===== config.mk =====
export PLATFORM = sky130hd
export DESIGN_NAME = dshot_four_channel_encoder_unit_flat
export DESIGN_NICKNAME = d
export VERILOG_FILES = /design/src/rtl/core/dsh4enc_pkg.sv /design/src/rtl/core/dsh4enc_if.sv /design/src/rtl/core/dshot_four_channel_encoder_unit.sv /design/src/flat_wrapper.sv
export SDC_FILE = /design/constraint.sdc
export NUM_CORES = 2
export LEC_CHECK = 0
export ABC_AREA = 1
export BUFFER_PORTS_ARGS = -buffer_cell sky130_fd_sc_hd__buf_2
export CORE_ASPECT_RATIO = 1.5
export CORE_UTILIZATION = 58
export CTS_CLUSTER_DIAMETER = 60
export CTS_CLUSTER_SIZE = 24
export DETAILED_ROUTE_END_ITERATION = 10
export GPL_TIMING_DRIVEN = 0
export PLACE_DENSITY_LB_ADDON = 0.1
export SETUP_SLACK_MARGIN = 0.2
export SLEW_MARGIN = 30
export SYNTH_ARGS = -nofsm -noshare
export SYNTH_HDL_FRONTEND = slang
export SYNTH_SLANG_ARGS = --single-unit
export TNS_END_PERCENT = 5

===== constraint.sdc =====
create_clock -name clk -period 6.4 [get_ports clk]
set_input_delay 0.64 -clock clk [delete_from_list [all_inputs] [get_ports clk]]
set_output_delay 0.64 -clock clk [all_outputs]
set_load 0.005 [all_outputs]

===== src/rtl/core/dsh4enc_pkg.sv =====
`default_nettype none

package dsh4enc_pkg;

    localparam int MOTORS        = 4;
    localparam int THR_W         = 16;
    localparam int DUTY_W        = 16;
    localparam int SLOT_W        = 6;
    localparam int VALUE_W       = 11;
    localparam int PACKET_W      = 16;
    localparam int PRODUCT_W     = 27;
    localparam int CFG_INDEX_W   = 2;
    localparam int CFG_DATA_W    = 16;

    localparam int FRAME_SLOTS_DEFAULT = 20;
    localparam int FRAME_SLOTS_MIN     = 17;
    localparam int FRAME_SLOTS_MAX     = 64;

    localparam logic [THR_W-1:0]     STOP_LIMIT    = 16'd65;
    localparam logic [VALUE_W-1:0]   MIN_THROTTLE  = 11'd48;
    localparam logic [PRODUCT_W-1:0] THROTTLE_SPAN = 27'd1999;

    localparam logic [DUTY_W-1:0]    BIT_PERIOD_RESET = 16'd560;

    // Configuration register indexes
    localparam logic [CFG_INDEX_W-1:0] CFG_BIT_PERIOD = 2'd0;
    localparam logic [CFG_INDEX_W-1:0] CFG_TELEMETRY  = 2'd1;

    typedef logic [MOTORS-1:0][THR_W-1:0]    throttle_vec_t;
    typedef logic [MOTORS-1:0][PRODUCT_W-1:0] product_vec_t;
    typedef logic [MOTORS-1:0][VALUE_W-1:0]  value_vec_t;
    typedef logic [MOTORS-1:0][PACKET_W-1:0] packet_vec_t;

    // Build the 16-bit packet: value, telemetry bit, nibble XOR checksum
    function automatic logic [PACKET_W-1:0] make_packet(
        input logic [VALUE_W-1:0] value,
        input logic               telem
    );
        logic [11:0] payload;
        logic [3:0]  csum;
        payload = {value, telem};
        csum    = payload[3:0] ^ payload[7:4] ^ payload[11:8];
        return {payload, csum};
    endfunction

endpackage

`default_nettype wire


===== src/rtl/core/dsh4enc_if.sv =====
`default_nettype none

interface dsh4enc_cmd_if;
    import dsh4enc_pkg::*;
    logic             valid;
    logic             ready;
    logic [THR_W-1:0] throttle_a;
    logic [THR_W-1:0] throttle_b;
    logic [THR_W-1:0] throttle_c;
    logic [THR_W-1:0] throttle_d;

    modport source (output valid, throttle_a, throttle_b, throttle_c, throttle_d,
                    input ready);
    modport sink   (input valid, throttle_a, throttle_b, throttle_c, throttle_d,
                    output ready);
endinterface

interface dsh4enc_slot_if;
    import dsh4enc_pkg::*;
    logic              valid;
    logic              ready;
    logic [DUTY_W-1:0] duty_a;
    logic [DUTY_W-1:0] duty_b;
    logic [DUTY_W-1:0] duty_c;
    logic [DUTY_W-1:0] duty_d;
    logic [SLOT_W-1:0] slot_index;
    logic              last_slot;

    modport source (output valid, duty_a, duty_b, duty_c, duty_d, slot_index, last_slot,
                    input ready);
    modport sink   (input valid, duty_a, duty_b, duty_c, duty_d, slot_index, last_slot,
                    output ready);
endinterface

interface dsh4enc_cfg_if;
    import dsh4enc_pkg::*;
    logic                   valid;
    logic                   ready;
    logic [CFG_INDEX_W-1:0] index;
    logic [CFG_DATA_W-1:0]  data;

    modport source (output valid, index, data, input ready);
    modport sink   (input valid, index, data, output ready);
endinterface

`default_nettype wire


===== src/rtl/core/dshot_four_channel_encoder_unit.sv =====
`default_nettype none

// DShot four-channel frame encoder.
// cmd  : one transaction carries four Q0.16 throttle fractions, one per motor.
// slot : one transaction per bit slot of the frame, four timer compare values,
//        the slot number and a last-slot mark. FRAME_SLOTS (limited to 17..64)
//        per command: 16 data slots MSB first, then all-zero reset slots.
// cfg  : register writes (0 bit period in ticks, 1 telemetry bit); always ready.
//        Write only while no frame is pending.
// The first slot of a command is presented once it has passed the multiply
// stage, then scale, pack, frame load and the output register.
// Throughput: one slot per cycle while the receiver is ready; the
// slot emitter, which walks the stored packets one slot per cycle, sets this.
// Three further commands can wait in the pipeline while a frame is sent.
// Reset clears all valid flags and the slot counter and restores the register
// defaults (560 ticks, telemetry off).
// When the receiver stalls, the slot output holds; the emitter and the
// pipeline behind it stop, and cmd.ready drops once all stages are full.
module dshot_four_channel_encoder_unit #(
    parameter int FRAME_SLOTS = dsh4enc_pkg::FRAME_SLOTS_DEFAULT
) (
    input  wire               clk,
    input  wire               rst_n,
    dsh4enc_cmd_if.sink       cmd,
    dsh4enc_cfg_if.sink       cfg,
    dsh4enc_slot_if.source    slot
);
    import dsh4enc_pkg::*;

    localparam int SLOTS = (FRAME_SLOTS < FRAME_SLOTS_MIN) ? FRAME_SLOTS_MIN :
                           (FRAME_SLOTS > FRAME_SLOTS_MAX) ? FRAME_SLOTS_MAX : FRAME_SLOTS;
    localparam logic [SLOT_W-1:0] LAST_SLOT   = SLOT_W'(SLOTS - 1);
    localparam logic [SLOT_W-1:0] PACKET_BITS = SLOT_W'(PACKET_W);

    // Configuration registers
    logic [DUTY_W-1:0] bit_period_reg;
    logic              telemetry_reg;

    // Pipeline stages
    logic          s1_valid_reg, s2_valid_reg, s3_valid_reg;
    product_vec_t  s1_product_reg;
    logic [MOTORS-1:0] s1_stop_reg;
    value_vec_t    s2_value_reg;
    packet_vec_t   s3_packet_reg;
    logic          s1_load, s2_load, s3_load;

    // Frame emitter
    logic              frame_active_reg;
    logic [SLOT_W-1:0] slot_reg;
    packet_vec_t       packet_store_reg;
    logic              out_load, pkt_take, at_last;

    // Output register
    logic                            out_valid_reg;
    logic [MOTORS-1:0][DUTY_W-1:0]   out_duty_reg;
    logic [SLOT_W-1:0]               out_slot_reg;
    logic                            out_last_reg;

    // Combinational helpers
    throttle_vec_t                   thr_in;
    product_vec_t                    product_next;
    logic [MOTORS-1:0]               stop_next;
    value_vec_t                      value_next;
    packet_vec_t                     packet_next;
    logic [MOTORS-1:0][DUTY_W-1:0]   duty_next;
    logic [DUTY_W+2:0]               one_wide, zero_wide;
    logic [DUTY_W-1:0]               one_ticks, zero_ticks;
    logic [PRODUCT_W:0]              scaled [MOTORS];
    logic [11:0]                     quot [MOTORS];

    // Take register writes; unknown indexes are dropped
    assign cfg.ready = 1'b1;

    always_ff @(posedge clk or negedge rst_n)
    begin
        if (!rst_n)
        begin
            bit_period_reg <= BIT_PERIOD_RESET;
            telemetry_reg  <= 1'b0;
        end
        else if (cfg.valid)
        begin
            unique case (cfg.index)
                CFG_BIT_PERIOD: bit_period_reg <= cfg.data;
                CFG_TELEMETRY:  telemetry_reg  <= cfg.data[0];
                default: ;
            endcase
        end
    end

    // Stage handshake: a stage loads when empty or when it empties this cycle
    assign at_last  = (slot_reg == LAST_SLOT);
    assign out_load = frame_active_reg && (!out_valid_reg || slot.ready);
    assign pkt_take = s3_valid_reg && (!frame_active_reg || (out_load && at_last));
    assign s3_load  = !s3_valid_reg || pkt_take;
    assign s2_load  = !s2_valid_reg || s3_load;
    assign s1_load  = !s1_valid_reg || s2_load;
    assign cmd.ready = s1_load;

    assign thr_in = {cmd.throttle_d, cmd.throttle_c, cmd.throttle_b, cmd.throttle_a};

    // Stage 1 logic: scale each fraction by the throttle span
    always_comb
    begin
        for (int m = 0; m < MOTORS; m++)
        begin
            product_next[m] = PRODUCT_W'(thr_in[m]) * THROTTLE_SPAN;
            stop_next[m]    = (thr_in[m] <= STOP_LIMIT);
        end
    end

    // Stage 2 logic: divide by 65535 as (x + (x >> 16) + 1) >> 16
    always_comb
    begin
        for (int m = 0; m < MOTORS; m++)
        begin
            scaled[m] = {1'b0, s1_product_reg[m]}
                      + (PRODUCT_W+1)'(s1_product_reg[m] >> 16) + (PRODUCT_W+1)'(1);
            quot[m]   = scaled[m][PRODUCT_W:16];
            value_next[m] = s1_stop_reg[m] ? '0 : (MIN_THROTTLE + quot[m][VALUE_W-1:0]);
        end
    end

    // Stage 3 logic: pack value, telemetry bit and checksum
    always_comb
    begin
        for (int m = 0; m < MOTORS; m++)
        begin
            packet_next[m] = make_packet(s2_value_reg[m], telemetry_reg);
        end
    end

    // Advance the three pipeline stages
    always_ff @(posedge clk or negedge rst_n)
    begin
        if (!rst_n)
        begin
            s1_valid_reg <= 1'b0;
            s2_valid_reg <= 1'b0;
            s3_valid_reg <= 1'b0;
        end
        else
        begin
            if (s1_load) s1_valid_reg <= cmd.valid;
            if (s2_load) s2_valid_reg <= s1_valid_reg;
            if (s3_load) s3_valid_reg <= s2_valid_reg;
        end
    end

    always_ff @(posedge clk)
    begin
        if (s1_load && cmd.valid)
        begin
            s1_product_reg <= product_next;
            s1_stop_reg    <= stop_next;
        end
        if (s2_load && s1_valid_reg) s2_value_reg  <= value_next;
        if (s3_load && s2_valid_reg) s3_packet_reg <= packet_next;
    end

    // Compare values for a one and a zero bit
    assign one_wide   = (DUTY_W+3)'(bit_period_reg) * (DUTY_W+3)'(6);
    assign zero_wide  = (DUTY_W+3)'(bit_period_reg) * (DUTY_W+3)'(3);
    assign one_ticks  = one_wide[DUTY_W+2:3];
    assign zero_ticks = zero_wide[DUTY_W+2:3];

    // Select this slot's compare value for each motor, MSB first
    always_comb
    begin
        for (int m = 0; m < MOTORS; m++)
        begin
            if (slot_reg < PACKET_BITS)
                duty_next[m] = packet_store_reg[m][~slot_reg[3:0]] ? one_ticks : zero_ticks;
            else
                duty_next[m] = '0;
        end
    end

    // Walk the frame slot by slot; load the next frame on its last slot
    always_ff @(posedge clk or negedge rst_n)
    begin
        if (!rst_n)
        begin
            frame_active_reg <= 1'b0;
            slot_reg         <= '0;
            out_valid_reg    <= 1'b0;
        end
        else
        begin
            if (pkt_take)
            begin
                frame_active_reg <= 1'b1;
                slot_reg         <= '0;
            end
            else if (out_load)
            begin
                if (at_last)
                begin
                    frame_active_reg <= 1'b0;
                    slot_reg         <= '0;
                end
                else
                begin
                    slot_reg <= slot_reg + SLOT_W'(1);
                end
            end

            if (out_load)
                out_valid_reg <= 1'b1;
            else if (slot.ready)
                out_valid_reg <= 1'b0;
        end
    end

    always_ff @(posedge clk)
    begin
        if (pkt_take) packet_store_reg <= s3_packet_reg;
        if (out_load)
        begin
            out_duty_reg <= duty_next;
            out_slot_reg <= slot_reg;
            out_last_reg <= at_last;
        end
    end

    assign slot.valid      = out_valid_reg;
    assign slot.duty_a     = out_duty_reg[0];
    assign slot.duty_b     = out_duty_reg[1];
    assign slot.duty_c     = out_duty_reg[2];
    assign slot.duty_d     = out_duty_reg[3];
    assign slot.slot_index = out_slot_reg;
    assign slot.last_slot  = out_last_reg;

`ifndef SYNTHESIS
    a_ready_only_when_stage_full: assert property (@(posedge clk) disable iff (!rst_n)
        !cmd.ready |-> (s1_valid_reg && s2_valid_reg && s3_valid_reg && frame_active_reg))
        else $error("command stalled with a free stage");

    a_slot_sequence: assert property (@(posedge clk) disable iff (!rst_n)
        (slot.valid && slot.ready && !slot.last_slot) |=>
        (!slot.valid || (slot.slot_index == ($past(slot.slot_index) + SLOT_W'(1)))))
        else $error("slot index skipped or repeated");

    a_last_slot_index: assert property (@(posedge clk) disable iff (!rst_n)
        (slot.valid && slot.last_slot) |-> (slot.slot_index == LAST_SLOT))
        else $error("last slot mark on wrong slot");

    a_idle_counter_zero: assert property (@(posedge clk) disable iff (!rst_n)
        !frame_active_reg |-> (slot_reg == '0))
        else $error("slot counter not cleared between frames");
`endif

endmodule

`default_nettype wire


===== src/flat_wrapper.sv =====
// flat-port wrapper written by rule: the top's interface ports become plain ports
module dshot_four_channel_encoder_unit_flat import dsh4enc_pkg::*;
#(
    parameter int FRAME_SLOTS = dsh4enc_pkg::FRAME_SLOTS_DEFAULT
)
  (clk, rst_n, cmd_valid, cmd_throttle_a, cmd_throttle_b, cmd_throttle_c, cmd_throttle_d, cmd_ready, cfg_valid, cfg_index, cfg_data, cfg_ready, slot_valid, slot_duty_a, slot_duty_b, slot_duty_c, slot_duty_d, slot_slot_index, slot_last_slot, slot_ready);
  dsh4enc_cmd_if cmd_i ();
  dsh4enc_cfg_if cfg_i ();
  dsh4enc_slot_if slot_i ();
  input  wire clk;
  input  wire rst_n;
  input wire logic [$bits(cmd_i.valid)-1:0] cmd_valid;
  input wire logic [$bits(cmd_i.throttle_a)-1:0] cmd_throttle_a;
  input wire logic [$bits(cmd_i.throttle_b)-1:0] cmd_throttle_b;
  input wire logic [$bits(cmd_i.throttle_c)-1:0] cmd_throttle_c;
  input wire logic [$bits(cmd_i.throttle_d)-1:0] cmd_throttle_d;
  output wire logic [$bits(cmd_i.ready)-1:0] cmd_ready;
  input wire logic [$bits(cfg_i.valid)-1:0] cfg_valid;
  input wire logic [$bits(cfg_i.index)-1:0] cfg_index;
  input wire logic [$bits(cfg_i.data)-1:0] cfg_data;
  output wire logic [$bits(cfg_i.ready)-1:0] cfg_ready;
  output wire logic [$bits(slot_i.valid)-1:0] slot_valid;
  output wire logic [$bits(slot_i.duty_a)-1:0] slot_duty_a;
  output wire logic [$bits(slot_i.duty_b)-1:0] slot_duty_b;
  output wire logic [$bits(slot_i.duty_c)-1:0] slot_duty_c;
  output wire logic [$bits(slot_i.duty_d)-1:0] slot_duty_d;
  output wire logic [$bits(slot_i.slot_index)-1:0] slot_slot_index;
  output wire logic [$bits(slot_i.last_slot)-1:0] slot_last_slot;
  input wire logic [$bits(slot_i.ready)-1:0] slot_ready;
  assign cmd_i.valid = cmd_valid;
  assign cmd_i.throttle_a = cmd_throttle_a;
  assign cmd_i.throttle_b = cmd_throttle_b;
  assign cmd_i.throttle_c = cmd_throttle_c;
  assign cmd_i.throttle_d = cmd_throttle_d;
  assign cmd_ready = cmd_i.ready;
  assign cfg_i.valid = cfg_valid;
  assign cfg_i.index = cfg_index;
  assign cfg_i.data = cfg_data;
  assign cfg_ready = cfg_i.ready;
  assign slot_valid = slot_i.valid;
  assign slot_duty_a = slot_i.duty_a;
  assign slot_duty_b = slot_i.duty_b;
  assign slot_duty_c = slot_i.duty_c;
  assign slot_duty_d = slot_i.duty_d;
  assign slot_slot_index = slot_i.slot_index;
  assign slot_last_slot = slot_i.last_slot;
  assign slot_i.ready = slot_ready;
  dshot_four_channel_encoder_unit #(.FRAME_SLOTS(FRAME_SLOTS)) u_core (.clk(clk), .rst_n(rst_n), .cmd(cmd_i), .cfg(cfg_i), .slot(slot_i));
endmodule

==> reports/summary.md <==
- **result of the run** finished clean
- **number of clock sinks seen by CTS** 377
- **storage element area** 11200 um2
- **number of hold-slack violations in the final timing report** 0
- **worst max-slew margin expressed relative to the limit** 0.461
- **switching part of the total power** 0.479
- **PostCTS Resize Cnt** 0
- **setup repair after global routing missed its margin** no
- **Seq/Total Area, Yosys** 0.315
- **GRT Resource Usage Total** 0.249
- **wire length of the first global-routing pass** 124000 um
- **required time at the worst-slack endpoint** 6680 ps
- **library cell with the largest summed area after synthesis** sky130_fd_sc_hd__edfxtp_1
- **Die Area** 62200 um2
- **Row Count** 110
- **Critical Path Source Type** input port
- **number of primary I/O pins** 161
- **number of diodes** 0
- **crit path kind** in -> reg
- **final total power** 18.3 mW
- **accumulated negative setup slack** 0 ps
- **#FFs+latches synth** 377
- **final design instance area without fill** 38200 um2
- **Fill cells** 5237
- **final weighted congestion of routability-driven global placement** 0.926
- **IO buf count** 159
- **Commonest cells post-synth** sky130_fd_sc_hd__inv_1 (761), sky130_fd_sc_hd__nand2_1 (698), sky130_fd_sc_hd__ha_1 (397)
- **starting density of the core** 0.589
- **cell area after placement** 37500 um2
- **cell at the root of the clock tree** sky130_fd_sc_hd__clkbuf_16
- **clock tree from TritonCTS** yes
- **max_cap viols** 0
- **critical path endpoint category** register
- **post-placement cell count** 4668
- **fraction of power consumed by sequential logic** 0.218
- **Final Skew** 42.4 ps
- **worst-path cell chain** buf_2 -> inv_1 -> fa_1 -> fa_1 -> inv_1 -> fa_1 -> fa_1 -> inv_1 -> fa_1 -> inv_1 -> ha_1 -> clkbuf_1 -> a21oi_1 -> o21ai_0 -> inv_1 -> nor2_1 -> nor2_1 -> nand3_1 -> nand2_1 -> nand3b_1 -> xor2_1
- **post-detailed-routing wire length** 74200 um
- **cell class contributing the biggest share of worst-path delay** adder cells
- **net switching power** 8.74 mW
- **Worst IR Drop VDD** 0.000366 V
- **via count** 24700
- **Synth Warn #** 0
- **largest fanout on the critical path** 7
- **total DRC errors in the routed layout** 0
- **Critical Path Slowest Stage Cell** sky130_fd_sc_hd__fa_1
- **static power due to leakage** 18.5 nW
- **clock share of power** 0.078
- **R2R Setup Slk** 3290 ps
- **r2r startpoint** u_core.slot_reg[1]
- **post-detail-place hpwl** 62800 um
- **Highest Clock Rate** 0.202 GHz
- **gate count of the mapped netlist** 3716
- **share of the clock period used by the worst path after layout** 0.775
- **final net count** 4764
- **maximum number of pins on one net before global-route repair** 59
- **type of the worst min-delay path** in -> async
- **largest buffer count on any clock path** 3
- **Clk pin slew, worst setup/hold paths** 100 ps
- **max-slew violation count** 0
- **Final Setup Violations** 0
- **crit path buf inv count** 7
- **Worst-Skew Late Latency** 570 ps
- **total area of multi-input combinational cells** 21300 um2
- **post-synthesis instance area** 35500 um2
- **number of library cell types mapped by synthesis** 58
- **Avg Cell Area, Syn** 9.56 um2
- **CTS H-tree lvls** 1
- **number of standard cells in the final layout excluding fillers** 4703
- **area of the placeable core** 60300 um2
- **router iterations before antenna repair** 6
- **cell-internal power** 9.51 mW
- **share of post-route cells with drive strength above 1** 0.0694
- **share of synthesized registers carrying an async set or reset** 0.0743
- **floorplan die height** 305 um
- **first-iteration detailed-routing DRC count** 1191
- **Die Width** 204 um
- **launch point of the critical path** cmd_throttle_a[7]
- **initial antenna violation count** 0
- **power per standard cell area** 478 nW/um2
- **grt ovf** 0
- **Final Critical Period** 4960 ps
- **data arrival at the endpoint of the critical path** 5240 ps
- **vias per std cell** 5.26
- **post-CTS setup buffer count** 0
- **most common cell in the netlist** sky130_fd_sc_hd__inv_1
- **number of synthesized flops with an enable pin** 349
- **largest cells by area after synthesis** sky130_fd_sc_hd__edfxtp_1 (30%), sky130_fd_sc_hd__fa_1 (21%), sky130_fd_sc_hd__ha_1 (14%)
- **Area growth, synth to finish** 7.48%
- **post-synthesis net count** 4573
- **via count of the first global-routing pass** 25800
- **area fraction of the dominant cell type after synthesis** 0.295
- **Antenna Nets Post-Route** 0
- **flip-flop count of the largest register after layout** 108
- **Routed WL per cell** 15.8 um
- **delay of the slowest critical-path stage** 550 ps
- **number of buffers inserted during clock tree synthesis** 21
- **relative contribution of combinational cells to total power** 0.704
- **CTS Hold Bufs** 0
- **transition at the pin with the smallest max-transition slack** 802 ps
- **Main synth FF type** sky130_fd_sc_hd__edfxtp_1
-- cell usage in the layout (no fill, tap or decap), types with 42 or more instances in the layout --
| cell | synthesis | final |
|---|---|---|
| sky130_fd_sc_hd__ha_1 | 397 | 397 |
| sky130_fd_sc_hd__edfxtp_1 | 349 | 349 |
| sky130_fd_sc_hd__nand3_1 | 121 | 121 |
| sky130_fd_sc_hd__o21ai_0 | 93 | 93 |
| sky130_fd_sc_hd__xor2_1 | 59 | 59 |
| sky130_fd_sc_hd__xnor2_1 | 82 | 82 |
| sky130_fd_sc_hd__fa_1 | 373 | 373 |
| sky130_fd_sc_hd__a21oi_1 | 175 | 175 |
| sky130_fd_sc_hd__nand2_1 | 698 | 698 |
| sky130_fd_sc_hd__nor2_1 | 252 | 251 |
| sky130_fd_sc_hd__o22ai_1 | 42 | 42 |
| sky130_fd_sc_hd__buf_2 | 6 | 165 |
| sky130_fd_sc_hd__inv_1 | 761 | 757 |
-- path summary, 6_finish.rpt --
kind / to / depth (start not counted)
max reg2reg: u_core.s1_product_reg[0] / 15
min: u_core.bit_period_reg[8] / 1
min in group clk: u_core.bit_period_reg[8] / 2
min reg2reg: u_core.packet_store_reg[47] / 0
max: u_core.s1_product_reg[26] / 21
max in group asynchronous: u_core.slot_reg[1] / 1
-- power by group through the flow --
stage | combinational (mW) | clock, mW | sequential, mW
after floorplan | 9.77 | 0 | 4.03
after global placement | 12.7 | 0 | 4.04
after detailed placement | 12.8 | 0 | 4.04
after CTS | 12.9 | 1.48 | 3.98
after global routing | 14.8 | 1.56 | 4.01
final | 12.8 | 1.43 | 3.98
-- stage by stage --
| step | setup slack [ps] | util | hold slack [ps] |
|---|---|---|---|
| 3_5_place_dp | 840 | 0.623 | 405 |
| 3_3_place_gp | 281 | 0.619 | 401 |
| 5_1_grt | 1060 | 0.633 | 135 |
| 2_1_floorplan | 1420 | - | 344 |
| 6_report | 1440 | 0.633 | 97.5 |
| 4_1_cts | 1420 | 0.633 | 96.4 |
-- routing by layer --
layer  up-vias  track usage  routed length [um]
li1      12300            -                   -
met1     11800        0.297               30100
met2       477        0.471               39500
met3       140       0.0137                2050
met4         0       0.0837                2480
met5         -            0                   0
-- logic make-up after synthesis --
logic type,after synthesis,share of synthesized area
fa+ha+maj,770,0.350
flops,377,0.315
simple gates,1180,0.137
mux,12,0.00380
compound gates,439,0.0717
other cells,1,0.000106
buf+inv,792,0.0853
xor+xnor,145,0.0369
-- cell type report --
class                           instances  area share
Timing Repair Buffer                  168      0.0269
Multi-Input combinational cell       2547       0.558
Tap cell                              784      0.0257
Clock inverter                          6     0.00197
Buffer                                 18     0.00325
Inverter                              774      0.0763
Clock buffer                           29      0.0146
Sequential cell                       377       0.293
Power figures use the tool's default switching activity.
